==> config.mk <==
export PLATFORM = sky130hd
export DESIGN_NAME = easing_curve_interpolator
export DESIGN_NICKNAME = d
export VERILOG_FILES = /design/src/ecint_pkg.sv /design/src/ecint_shape.sv /design/src/ecint_lerp.sv /design/src/easing_curve_interpolator.sv
export VERILOG_INCLUDE_DIRS = /design/src /design/src/src
export SDC_FILE = /design/constraint.sdc
export NUM_CORES = 2
export LEC_CHECK = 0
export BUFFER_PORTS_ARGS = -buffer_cell sky130_fd_sc_hd__buf_2
export CAP_MARGIN = 20
export CORE_MARGIN = 3
export CORE_UTILIZATION = 43
export CTS_CLUSTER_DIAMETER = 30
export DETAILED_ROUTE_END_ITERATION = 8
export PLACE_DENSITY = 0.59
export SLEW_MARGIN = 30
export SYNTH_ARGS = -nofsm -noshare
export SYNTH_HDL_FRONTEND = slang
export SYNTH_SLANG_ARGS = --single-unit
==> constraint.sdc <==
create_clock -name clk -period 11.18 [get_ports clk]
set_input_delay 2.236 -clock clk [delete_from_list [all_inputs] [get_ports clk]]
set_output_delay 2.236 -clock clk [all_outputs]
set_load 0.03 [all_outputs]
==> src/easing_curve_interpolator_macros.svh <==
// assertion macros shared by the easing curve interpolator modules
`ifndef EASING_CURVE_INTERPOLATOR_MACROS_SVH
`define EASING_CURVE_INTERPOLATOR_MACROS_SVH

// same-cycle implication, checked out of reset
`define ECINT_ASSERT_NOW(lbl, ante, cons, msg) \
  lbl: assert property (@(posedge clk) disable iff (!rst_n) (ante) |-> (cons)) \
    else $error(msg);

// next-cycle implication, checked out of reset
`define ECINT_ASSERT_NEXT(lbl, ante, cons, msg) \
  lbl: assert property (@(posedge clk) disable iff (!rst_n) (ante) |=> (cons)) \
    else $error(msg);

`endif

==> src/ecint_pkg.sv <==
// shared types, widths and curve tables for the easing curve interpolator
`timescale 1ns / 1ps

package ecint_pkg;

  // field widths
  localparam int PROG_W = 13;
  localparam int VAL_W  = 16;
  localparam int DIFF_W = VAL_W + 1;
  localparam int RES_W  = 20;
  localparam int FRAC_W = 10;
  localparam int BASE_W = FRAC_W + 1;
  localparam int SQ_W   = 2 * FRAC_W + 1;
  localparam int CUBE_W = 3 * FRAC_W + 1;
  localparam int S_W    = FRAC_W;
  localparam int DMAG_W = 10;
  localparam int SEG_W  = 2;
  localparam int NUM_SEG = 4;
  localparam int PROD_W = DIFF_W + PROG_W;

  // pipeline depths
  localparam int SHAPE_STAGES = 5;
  localparam int LERP_STAGES  = 2;

  // progress scale
  localparam logic [BASE_W-1:0] PROGRESS_FULL = 11'd1024;
  localparam logic [BASE_W-1:0] PROGRESS_HALF = 11'd512;
  localparam logic [FRAC_W-1:0] FRAC_MASK     = 10'd1023;
  localparam int CUBE_SHIFT_OUT = 2 * FRAC_W;
  localparam int CUBE_SHIFT_IO  = 2 * FRAC_W - 2;

  // highest point of the spring curve
  localparam logic [BASE_W-1:0] SPRING_PEAK = 11'd1072;

  typedef enum logic [1:0] {
    MODE_LINEAR      = 2'd0,
    MODE_EASE_OUT    = 2'd1,
    MODE_EASE_IN_OUT = 2'd2,
    MODE_SPRING      = 2'd3
  } ecint_mode_t;

  typedef logic [SEG_W-1:0] ecint_seg_t;

  // spring keyframes
  localparam logic [BASE_W-1:0] KEY_TIME [NUM_SEG+1] =
    '{11'd0, 11'd512, 11'd768, 11'd896, 11'd1024};
  localparam logic [BASE_W-1:0] KEY_VALUE [NUM_SEG] =
    '{11'd0, 11'd870, 11'd1072, 11'd1012};
  localparam logic [3:0] SPAN_LOG2 [NUM_SEG] = '{4'd9, 4'd8, 4'd7, 4'd7};
  localparam logic [BASE_W:0] SPAN_X3 [NUM_SEG] =
    '{12'd1536, 12'd768, 12'd384, 12'd384};
  localparam logic [DMAG_W-1:0] DELTA_MAG [NUM_SEG] =
    '{10'd870, 10'd202, 10'd60, 10'd12};
  localparam logic DELTA_NEG [NUM_SEG] = '{1'b0, 1'b0, 1'b1, 1'b0};

  // start and difference carried beside the curve
  typedef struct packed {
    logic signed [DIFF_W-1:0] diff;
    logic signed [VAL_W-1:0]  start;
  } ecint_side_t;

  // request from the curve stages to the interpolation stages
  typedef struct packed {
    logic [PROG_W-1:0] eased;
    ecint_side_t       side;
  } ecint_lerp_req_t;

endpackage

==> src/ecint_shape.sv <==
// five-stage curve pipeline: clamp, square, cube, scale, spring blend
`timescale 1ns / 1ps
`include "easing_curve_interpolator_macros.svh"

module ecint_shape (
  input  logic                                clk,
  input  logic                                rst_n,
  input  logic                                in_valid,
  output logic                                in_ready,
  input  ecint_pkg::ecint_mode_t              in_mode,
  input  logic signed [ecint_pkg::PROG_W-1:0] in_progress,
  input  ecint_pkg::ecint_side_t              in_side,
  output logic                                out_valid,
  input  logic                                out_ready,
  output ecint_pkg::ecint_lerp_req_t          out_req
);
  import ecint_pkg::*;

  logic [SHAPE_STAGES-1:0] v_r, v_nxt, v_up;
  logic [SHAPE_STAGES:0]   stage_rdy;

  // stage 1 registers
  ecint_mode_t       mode1_r;
  logic [PROG_W-1:0] prog1_r;
  ecint_side_t       side1_r;
  logic [BASE_W-1:0] x1_r;
  ecint_seg_t        seg1_r;
  logic              upper1_r;
  // stage 2 registers
  ecint_mode_t       mode2_r;
  logic [PROG_W-1:0] prog2_r;
  ecint_side_t       side2_r;
  ecint_seg_t        seg2_r;
  logic              upper2_r;
  logic [SQ_W-1:0]   sq2_r;
  logic [BASE_W-1:0] mb2_r;
  // stage 3 registers
  ecint_mode_t       mode3_r;
  logic [PROG_W-1:0] prog3_r;
  ecint_side_t       side3_r;
  ecint_seg_t        seg3_r;
  logic              upper3_r;
  logic [CUBE_W-1:0] cube3_r;
  // stage 4 registers
  ecint_mode_t       mode4_r;
  ecint_side_t       side4_r;
  ecint_seg_t        seg4_r;
  logic [PROG_W-1:0] e4_r;
  // stage 5 registers
  ecint_mode_t       mode5_r;
  ecint_side_t       side5_r;
  logic [PROG_W-1:0] e5_r;

  // next values
  logic [BASE_W-1:0]          clamp_c;
  logic [BASE_W-1:0]          x_nxt;
  ecint_seg_t                 seg_nxt;
  logic                       upper_nxt;
  logic [2*BASE_W-1:0]        sq_full;
  logic [BASE_W:0]            w_c;
  logic [BASE_W-1:0]          mb_nxt;
  logic [SQ_W+BASE_W-1:0]     cube_full;
  logic [PROG_W-1:0]          cq_out, cq_io, spr_s;
  logic [PROG_W-1:0]          e4_nxt;
  logic [S_W+DMAG_W-1:0]      blend_mag;
  logic [PROG_W-1:0]          blend_q;
  logic [PROG_W-1:0]          e5_nxt;

  // ready ripples back from the output; a bubble lets upstream move
  assign v_up = {v_r[SHAPE_STAGES-2:0], in_valid};
  always_comb begin
    stage_rdy[SHAPE_STAGES] = out_ready;
    for (int k = SHAPE_STAGES - 1; k >= 0; k--) begin
      stage_rdy[k] = !v_r[k] || stage_rdy[k+1];
    end
    for (int k = 0; k < SHAPE_STAGES; k++) begin
      v_nxt[k] = stage_rdy[k] ? v_up[k] : v_r[k];
    end
  end

  always_ff @(posedge clk) begin
    if (!rst_n) begin
      v_r <= '0;
    end else begin
      v_r <= v_nxt;
    end
  end

  assign in_ready = stage_rdy[0];

  // stage 1: clamp, pick spring segment, form the cube base
  always_comb begin
    if (in_progress < 0) begin
      clamp_c = '0;
    end else if (in_progress > $signed({2'b00, PROGRESS_FULL})) begin
      clamp_c = PROGRESS_FULL;
    end else begin
      clamp_c = in_progress[BASE_W-1:0];
    end
    seg_nxt = '0;
    for (int k = NUM_SEG - 1; k >= 0; k--) begin
      if (clamp_c <= KEY_TIME[k+1]) begin
        seg_nxt = SEG_W'(k);
      end
    end
    upper_nxt = (clamp_c >= PROGRESS_HALF);
    unique case (in_mode)
      MODE_EASE_OUT:    x_nxt = PROGRESS_FULL - clamp_c;
      MODE_EASE_IN_OUT: x_nxt = upper_nxt ? (PROGRESS_FULL - clamp_c) : clamp_c;
      MODE_SPRING:      x_nxt = clamp_c - KEY_TIME[seg_nxt];
      MODE_LINEAR:      x_nxt = '0;
    endcase
  end

  // stage 2: square, and the second factor (base or smoothstep weight)
  always_comb begin
    sq_full = x1_r * x1_r;
    w_c     = SPAN_X3[seg1_r] - {x1_r, 1'b0};
    mb_nxt  = (mode1_r == MODE_SPRING) ? w_c[BASE_W-1:0] : x1_r;
  end

  // stage 3: cube or t*t*(3span-2t)
  assign cube_full = sq2_r * mb2_r;

  // stage 4: scale down per curve
  always_comb begin
    cq_out = PROG_W'(cube3_r >> CUBE_SHIFT_OUT);
    cq_io  = PROG_W'(cube3_r >> CUBE_SHIFT_IO);
    spr_s  = PROG_W'(cube3_r >> {SPAN_LOG2[seg3_r], 1'b0});
    unique case (mode3_r)
      MODE_EASE_OUT:    e4_nxt = {2'b00, PROGRESS_FULL} - cq_out;
      MODE_EASE_IN_OUT: e4_nxt = upper3_r ? ({2'b00, PROGRESS_FULL} - cq_io) : cq_io;
      MODE_SPRING:      e4_nxt = spr_s;
      MODE_LINEAR:      e4_nxt = prog3_r;
    endcase
  end

  // stage 5: blend the spring segment between its keyframe values
  always_comb begin
    blend_mag = S_W'(e4_r) * DELTA_MAG[seg4_r];
    blend_q   = PROG_W'(blend_mag >> SPAN_LOG2[seg4_r]);
    if (mode4_r == MODE_SPRING) begin
      e5_nxt = DELTA_NEG[seg4_r] ? ({2'b00, KEY_VALUE[seg4_r]} - blend_q)
                                 : ({2'b00, KEY_VALUE[seg4_r]} + blend_q);
    end else begin
      e5_nxt = e4_r;
    end
  end

  // payload registers advance with their stage
  always_ff @(posedge clk) begin
    if (stage_rdy[0]) begin
      mode1_r  <= in_mode;
      prog1_r  <= in_progress;
      side1_r  <= in_side;
      x1_r     <= x_nxt;
      seg1_r   <= seg_nxt;
      upper1_r <= upper_nxt;
    end
    if (stage_rdy[1]) begin
      mode2_r  <= mode1_r;
      prog2_r  <= prog1_r;
      side2_r  <= side1_r;
      seg2_r   <= seg1_r;
      upper2_r <= upper1_r;
      sq2_r    <= sq_full[SQ_W-1:0];
      mb2_r    <= mb_nxt;
    end
    if (stage_rdy[2]) begin
      mode3_r  <= mode2_r;
      prog3_r  <= prog2_r;
      side3_r  <= side2_r;
      seg3_r   <= seg2_r;
      upper3_r <= upper2_r;
      cube3_r  <= cube_full[CUBE_W-1:0];
    end
    if (stage_rdy[3]) begin
      mode4_r <= mode3_r;
      side4_r <= side3_r;
      seg4_r  <= seg3_r;
      e4_r    <= e4_nxt;
    end
    if (stage_rdy[4]) begin
      mode5_r <= mode4_r;
      side5_r <= side4_r;
      e5_r    <= e5_nxt;
    end
  end

  assign out_valid     = v_r[SHAPE_STAGES-1];
  assign out_req.eased = e5_r;
  assign out_req.side  = side5_r;

  // curve results stay in range, stalled items hold
  `ECINT_ASSERT_NOW(a_spring_range, v_r[SHAPE_STAGES-1] && mode5_r == MODE_SPRING, e5_r <= PROG_W'(SPRING_PEAK), "spring output out of range")
  `ECINT_ASSERT_NOW(a_cubic_range, v_r[SHAPE_STAGES-1] && (mode5_r == MODE_EASE_OUT || mode5_r == MODE_EASE_IN_OUT), e5_r <= PROG_W'(PROGRESS_FULL), "cubic output out of range")
  `ECINT_ASSERT_NEXT(a_stall_hold, v_r[SHAPE_STAGES-1] && !out_ready, v_r[SHAPE_STAGES-1] && $stable(e5_r), "stalled curve result changed")

endmodule

==> src/ecint_lerp.sv <==
// two-stage interpolation: difference times eased progress, then scale and add
`timescale 1ns / 1ps
`include "easing_curve_interpolator_macros.svh"

module ecint_lerp (
  input  logic                               clk,
  input  logic                               rst_n,
  input  logic                               in_valid,
  output logic                               in_ready,
  input  ecint_pkg::ecint_lerp_req_t         in_req,
  output logic                               out_valid,
  input  logic                               out_ready,
  output logic [ecint_pkg::PROG_W-1:0]       out_eased,
  output logic signed [ecint_pkg::RES_W-1:0] out_result
);
  import ecint_pkg::*;

  logic [LERP_STAGES-1:0] v_r, v_nxt, v_up;
  logic [LERP_STAGES:0]   stage_rdy;

  logic signed [PROD_W-1:0]        prod6_r;
  logic [PROG_W-1:0]               eased6_r;
  logic signed [VAL_W-1:0]         start6_r;
  logic signed [RES_W-1:0]         res7_r;
  logic [PROG_W-1:0]               eased7_r;

  logic signed [PROD_W-1:0]        prod_nxt;
  logic signed [PROD_W-1:0]        adj_c;
  logic signed [PROD_W-FRAC_W-1:0] quot_c;
  logic signed [RES_W-1:0]         res_nxt;

  // ready chain and valid bits
  assign v_up = {v_r[LERP_STAGES-2:0], in_valid};
  always_comb begin
    stage_rdy[LERP_STAGES] = out_ready;
    for (int k = LERP_STAGES - 1; k >= 0; k--) begin
      stage_rdy[k] = !v_r[k] || stage_rdy[k+1];
    end
    for (int k = 0; k < LERP_STAGES; k++) begin
      v_nxt[k] = stage_rdy[k] ? v_up[k] : v_r[k];
    end
  end

  always_ff @(posedge clk) begin
    if (!rst_n) begin
      v_r <= '0;
    end else begin
      v_r <= v_nxt;
    end
  end

  assign in_ready = stage_rdy[0];

  // stage 6: signed product of difference and eased progress
  assign prod_nxt = $signed(in_req.side.diff) * $signed(in_req.eased);

  // stage 7: divide by the full scale toward zero, add start
  always_comb begin
    adj_c   = prod6_r[PROD_W-1] ? (prod6_r + $signed({{(PROD_W-FRAC_W){1'b0}}, FRAC_MASK}))
                                : prod6_r;
    quot_c  = adj_c[PROD_W-1:FRAC_W];
    res_nxt = RES_W'(quot_c) + RES_W'(start6_r);
  end

  always_ff @(posedge clk) begin
    if (stage_rdy[0]) begin
      prod6_r  <= prod_nxt;
      eased6_r <= in_req.eased;
      start6_r <= in_req.side.start;
    end
    if (stage_rdy[1]) begin
      res7_r   <= res_nxt;
      eased7_r <= eased6_r;
    end
  end

  assign out_valid  = v_r[LERP_STAGES-1];
  assign out_eased  = eased7_r;
  assign out_result = res7_r;

  // zero progress must give back the start value exactly
  `ECINT_ASSERT_NEXT(a_zero_gives_start, v_r[0] && stage_rdy[1] && eased6_r == '0, res7_r == RES_W'($past(start6_r)), "zero progress did not return start")

endmodule

==> src/easing_curve_interpolator.sv <==
// Easing curve interpolator: one request per clock unless out_ready stalls the
// pipeline. Each request carries a curve mode, a progress value (1024 =
// complete) and a start and target value; the result carries the eased progress
// and start + (target - start) * eased / 1024, truncated toward zero. Linear
// mode passes progress through unclamped; the three curves clamp it to
// 0..1024. The pipeline has five curve stages (clamp, square, cube, scale,
// spring blend multiply) and two interpolation stages (product, then scale and
// add). Every stage holds its request under backpressure and empty stages fill,
// so in_ready follows out_ready combinationally through the stage ready chain.
// No state links requests and reset only clears the valid bits.
`timescale 1ns / 1ps

module easing_curve_interpolator (
  input  logic                                clk,
  input  logic                                rst_n,
  input  logic                                in_valid,
  output logic                                in_ready,
  input  logic [1:0]                          in_mode,
  input  logic signed [ecint_pkg::PROG_W-1:0] in_progress,
  input  logic signed [ecint_pkg::VAL_W-1:0]  in_start_value,
  input  logic signed [ecint_pkg::VAL_W-1:0]  in_target_value,
  output logic                                out_valid,
  input  logic                                out_ready,
  output logic signed [ecint_pkg::PROG_W-1:0] out_eased_progress,
  output logic signed [ecint_pkg::RES_W-1:0]  out_result_value
);
  import ecint_pkg::*;

  ecint_side_t       side_c;
  ecint_lerp_req_t   lerp_req;
  logic              lerp_valid, lerp_ready;
  logic [PROG_W-1:0] eased_c;

  // difference to the target, one bit wider than the values
  assign side_c.diff  = DIFF_W'(in_target_value) - DIFF_W'(in_start_value);
  assign side_c.start = in_start_value;

  // curve pipeline
  ecint_shape u_shape (
    .clk        (clk),
    .rst_n      (rst_n),
    .in_valid   (in_valid),
    .in_ready   (in_ready),
    .in_mode    (ecint_mode_t'(in_mode)),
    .in_progress(in_progress),
    .in_side    (side_c),
    .out_valid  (lerp_valid),
    .out_ready  (lerp_ready),
    .out_req    (lerp_req)
  );

  // interpolation pipeline
  ecint_lerp u_lerp (
    .clk       (clk),
    .rst_n     (rst_n),
    .in_valid  (lerp_valid),
    .in_ready  (lerp_ready),
    .in_req    (lerp_req),
    .out_valid (out_valid),
    .out_ready (out_ready),
    .out_eased (eased_c),
    .out_result(out_result_value)
  );

  assign out_eased_progress = $signed(eased_c);

endmodule

### Yosys cells after proc, flatten, opt, wreduce, memory -nomap -nowiden

Memories as Yosys holds them, arrays and structs flattened.
Cells that the tools add are included.

* bits in registers: 422
* ROM bits: 88
* bits of input ports: 51
* output and inout port bits: 35
* logic and storage cells: 132
* memories kept: 1

* add/subtract/negate cells: 10
* multiply operators: 4
* $lt $le $gt $ge: 11
* equality and inequality tests: 8
* shift operators: 2
* mux-type cells: 34
* bitwise operators: 4
* reductions and logical operators: 16

Memory list
* (no name shown): words 8, width 11, rd ports 1, clocked after memory_dff 0, wr ports 0, RTL line ecint_shape.sv:110 `MODE_SPRING: x_nxt = clamp_c - KEY_TIME[seg_nxt];`

Operator list (count)
* 2-to-1 mux 11 bit: 10
* one-hot mux 13 bit (4 select lines): 1
* one-hot mux 11 bit (4 select lines): 1
* 2-to-1 mux 13 bit: 3
* <= comparator 11 x 10 -> 1 bit (second input constant): 3
* multiplier 21 x 11 -> 31 bit: 1
* >> shifter 31 x 5 -> 13 bit: 1
* adder 30 x 11 -> 30 bit (second input constant): 1
* multiplier 17 x 13 -> 30 bit: 1
* 2-to-1 mux 30 bit: 1
* binary-select mux 12 bit (select 2 bit): 1
* binary-select mux 11 bit (select 2 bit): 1
* subtractor 11 bit: 2
* multiplier 11 x 11 -> 21 bit: 1
* adder 20 x 16 -> 20 bit: 1
* binary-select mux 10 bit (select 2 bit): 1
* multiplier 10 x 10 -> 20 bit: 1
* 2-to-1 mux 10 bit: 2
* >> shifter 20 x 4 -> 13 bit: 1
* subtractor 16 x 16 -> 17 bit: 1
* binary-select mux 4 bit (select 2 bit): 2
* 2-to-1 mux 4 bit: 4
* adder 11 x 13 -> 13 bit: 1
* greater-than comparator 13 x 12 -> 1 bit (second input constant): 1
* other kinds (18): 46

### Depth between registers and ports, before layout

* word-level depth: 14
* depth in mapped cells: 41
* gate-level depth less buffers: 39

### Cells and area by module

From an unflattened synthesis, not the netlist that was laid out.

* cell total of the unflattened synthesis: 3563
* area total of the unflattened synthesis: 38254.2 sq um

By module, submodules not included
* ecint_shape: instances 1, cells each 2305, area an instance 25465.7 sq um, sequential area each 9349.0 sq um
* ecint_lerp: instances 1, cells each 1148, area an instance 11992.8 sq um, sequential area each 2802.7 sq um
* easing_curve_interpolator: instances 1, cells each 110, area an instance 795.8 sq um, sequential area each 0.0 sq um

### Least setup slack after synthesis

Ideal clock, no wire load.

* path type: reg2reg
* start point: register u_shape.seg4_r[0]
* end point: register u_shape.e5_r[12] (data pin)
* setup time: 0.264 ns
* data arrival time: 8.062 ns
* required time: 10.916 ns
* setup slack: 2.854 ns
* cell stages (with the launch flop): 37
* buffers on the path: 5
* clock period less this slack: 8.326 ns
* cells stage by stage: edfxtp_1 -> buf_2 -> buf_2 -> clkbuf_1 -> buf_1 -> clkbuf_1 -> nand2_1 -> fa_1 -> fa_1 -> inv_1 -> fa_1 -> fa_1 -> ha_1 -> ha_1 -> or2_1 -> o22a_2 -> xnor2_4 -> nor2_1 -> a21oi_1 -> nor2_1 -> a21oi_1 -> ha_1 -> inv_1 -> a211oi_4 -> o21ai_0 -> nand3_1 -> o21ai_0 -> ha_1 -> and3_1 -> nand3b_1 -> o41ai_1 -> o41ai_1 -> a211o_1 -> nor3_1 -> o2bb2ai_1 -> xnor2_1 -> o21ai_1

* word-level cells in the longest chain between the ends: 9
* elaborated cells between the ends (all ways): 19
* classes of those cells: 2 x add/sub; 1 x mul; 1 x shift; 14 x mux; 1 x bitwise

RTL lines
* start, declared: RTL line ecint_shape.sv:47 `ecint_seg_t seg4_r;`
* start signal, assigned: RTL line ecint_shape.sv:180 `seg4_r <= seg3_r;`
* NOT 2 -> 3 bit (not written as such) *
* binary-select mux 10 bit (select 2 bit): RTL line ecint_shape.sv:140 `blend_mag = S_W'(e4_r) * DELTA_MAG[seg4_r];`
* 2-to-1 mux 10 bit (not written as such) (2 in a row): RTL line ecint_shape.sv:140
* multiplier 10 x 10 -> 20 bit: RTL line ecint_shape.sv:140
* >> shifter 20 x 4 -> 13 bit: RTL line ecint_shape.sv:141 `blend_q = PROG_W'(blend_mag >> SPAN_LOG2[seg4_r]);`
* adder 11 x 13 -> 13 bit or subtractor 11 x 13 -> 13 bit (tied branches): RTL line ecint_shape.sv:144, ecint_shape.sv:143
* 2-to-1 mux 13 bit *: RTL line ecint_shape.sv:143 `e5_nxt = DELTA_NEG[seg4_r] ? ({2'b00, KEY_VALUE[seg4_r]} - blend_q)`
* 2-to-1 mux 13 bit *: RTL line ecint_shape.sv:142 `if (mode4_r == MODE_SPRING) begin`
* via u_shape.e5_nxt[12]: RTL line ecint_shape.sv:67 `logic [PROG_W-1:0] e5_nxt;`
* end signal, assigned: RTL line ecint_shape.sv:186 `e5_r <= e5_nxt;`
* end, declared: RTL line ecint_shape.sv:52 `logic [PROG_W-1:0] e5_r;`

The timed path passes the listed nets; every way through them passes the cells marked *. The select of a mux whose other input is x is not followed.
A chain may end at the register's enable or synchronous reset.

### Worst setup path in the final report

Ends and elaborated chain as after synthesis.

==> results.toml <==
[detailed_routing]
wl_met1_um = 38400
via_per_inst = 5.04
drt_wl_total_um = 78900
drt-pass1-iter-count = 5
topRoutingLayerUsed = "met4"
initialDrtViolationCount = 1332
routedWlPerCell_um = 16.4
route.met2.wl_um = 36500
drcViolationCount = 0
dr_total_vias = 24200
ant_nets = 0
wl_met3_um = 2870

[timing]
final-setup-viol-count = 0
fin_ws_ns = 2.14
final_hold_viol_count = 0
fin_crit_ns = 9.04
clock.fmax_mhz = 111
worst_slew_pin_slew_ns = 0.948
relSlewSlack_pct = 36.8
skew_ns = 0.0411
rsz0062_at_grt = "no"
timing.final.crit_share_pct = 80.8
maxSlewViolCount = 0
tns_ns = 0

[placement]
dp_hpwl_um = 61600
gp_congestion = 0.829
portBuffers = 85
place_inst = 4641
post-place-ws_ns = 2.18

[critical_path]
worstSetupEndpointType = "flop"
slowest_stage = "fa_1"
crit_arrival_ns = 9.35
crit_top_cell = "inv_1"
critPathKind = "reg -> reg"
cp-start-kind = "flop"
max_stage_delay_ns = 0.53
required_ns = 11.49
critPathMaxFanout = 50

[logic_synthesis]
ys_seq_area_share_pct = 32.1
netlist_instances = 3513
synth_cell_types = 88
synth_area_leaders = "edfxtp_1, fa_1, ha_1, inv_1, nand2_1"
synth_top_area_share_pct = 31.7
ys_ff_latch = 407
synthArstFlopShare_pct = 0
ys.warnings.count = 0
synth-main-ff-cell = "edfxtp_1"
synth_common_cells = "inv_1, fa_1, nand2_1"
yosysMostFrequentCell = "inv_1"
syn_area_um2 = 37900
yosys.area.top_type = "edfxtp_1"
avgSynthCellArea_um2 = 10.8
synth_edf_count = 400

[job]
maxCapViolCount = 0

[hold_path]
min_path_type = "reg -> reg"

[cts]
cts_hold_buf = 0
cts_tree = "yes"
cts_buffer_depth = 3
cts_setup_buffers = 0
numCtsBuffers = 84
clk_latency_ns = 0.63
clk_pin_slew_worst_paths_ns = 0.05
cts_max_level = 3
clock-sinks = 407
cts_root_buf = "clkbuf_16"
cts_resized = 0

[finish]
syn_to_final_growth_pct = 11.8
final_layout_size_suffix_gt1_share_pct = 8.32
fill_cells = 7964
nNetsFinal = 4413
n_antenna_cell = 0
fin_cells = 4795

[floorplanning]
die_h_um = 303
die_w_um = 303
initial_core_util_pct = 43.5
core-area_um2 = 87000
rows = 108
die_area_um2 = 91600
io_pins = 86

[global_route]
grt_max_degree = 69
antenna_found_initial = 1
grtUsageTotal_pct = 17.9
grt_pass1_vias = 25000
grt_pass1_wl_um = 131000
grt_overflow = 0

[run_status]
status = "finished clean"
## flip-flops by register name (all words and copies together) (netlist names), 16 cells and up
register / count
u_shape.side2_r: 33
u_lerp.out_result: 20
u_shape.sq2_r: 20
u_shape.side3_r: 33
u_shape.out_req: 33
u_shape.cube3_r: 17
u_lerp.prod6_r: 30
u_shape.side1_r: 33
u_lerp.start6_r: 16
u_shape.side4_r: 33
## layout by cell type, fill, tap and decap left out, types with 35 or more instances in the layout
cell type,Yosys,layout
nand2_1,491,488
a21o_1,37,37
o21ai_0,96,96
a21oi_1,97,97
xor2_1,47,47
nand3_1,37,37
inv_1,571,568
edfxtp_1,400,400
nor3_1,35,35
ha_1,299,299
xnor2_1,129,129
nor2_1,114,114
fa_1,491,491
buf_2,4,85
clkbuf_16,0,84
and2_1,194,194
## layer usage
metal	vias up	global-route usage, %
met4	0	3.83
met1	12100	26.6
met3	75	2.14
li1	11600	-
met5	-	0
met2	436	28.4
## final cells by class
type | instances | area [um2] | share of cell area, %
Tap cell | 1155 | 1450 | 3.42
Timing Repair Buffer | 103 | 564 | 1.33
Inverter | 572 | 2150 | 5.08
Clock buffer | 93 | 2140 | 5.05
Clock inverter | 61 | 800 | 1.89
Multi-Input combinational cell | 2404 | 23100 | 54.5
Sequential cell | 407 | 12200 | 28.7
## logic make-up after synthesis
family                   Yosys count  share of synthesized area (%)
AO/OA/AOI/OAI                    408                           7.25
XOR/XNOR                         177                           4.14
adder cells (fa/ha/maj)          790                           35.8
buffers and inverters            704                           7.01
flip-flops                       407                           32.1
multiplexers                      34                           1.29
other                              2                         0.0198
AND/OR/NAND/NOR                  991                           12.3
## worst max-delay path, delay by kind of cell (launching register included)
| kind | cells | cell delay [ns] |
|---|---|---|
| AO/OA/AOI/OAI | 11 | 2.31 |
| XOR/XNOR | 2 | 0.33 |
| adder cells (fa/ha/maj) | 9 | 3.29 |
| buffers and inverters | 7 | 1.22 |
| flip-flops | 1 | 0.31 |
| AND/OR/NAND/NOR | 9 | 1.27 |
## final timing paths
| kind | start | end | slack [ns] | cells past startpoint |
|---|---|---|---|---|
| setup / recovery | u_shape.seg4_r[0]$_DFFE_PP_ | u_shape.e5_r[12]$_DFFE_PP_ | 2.14 | 38 |
| setup reg to reg | u_shape.seg4_r[0]$_DFFE_PP_ | u_shape.e5_r[12]$_DFFE_PP_ | 2.14 | 38 |
| hold reg to reg | u_shape.side2_r[18]$_DFFE_PP_ | u_shape.side3_r[18]$_DFFE_PP_ | 0.40 | 0 |
| hold / removal | u_shape.side2_r[18]$_DFFE_PP_ | u_shape.side3_r[18]$_DFFE_PP_ | 0.40 | 0 |
## metrics by stage
step           hold slack, ns  util [%]  instance area [um2]
2_1_floorplan           0.400         -                37900
3_3_place_gp            0.401      45.2                39400
3_5_place_dp            0.405      45.2                39400
4_1_cts                 0.403      48.6                42300
5_1_grt                 0.409      48.6                42300
6_report                0.399      48.6                42300
Power is left out: the tool's default activity adds up to more than one toggle a clock period on the data nets, which glitch-free logic cannot reach.
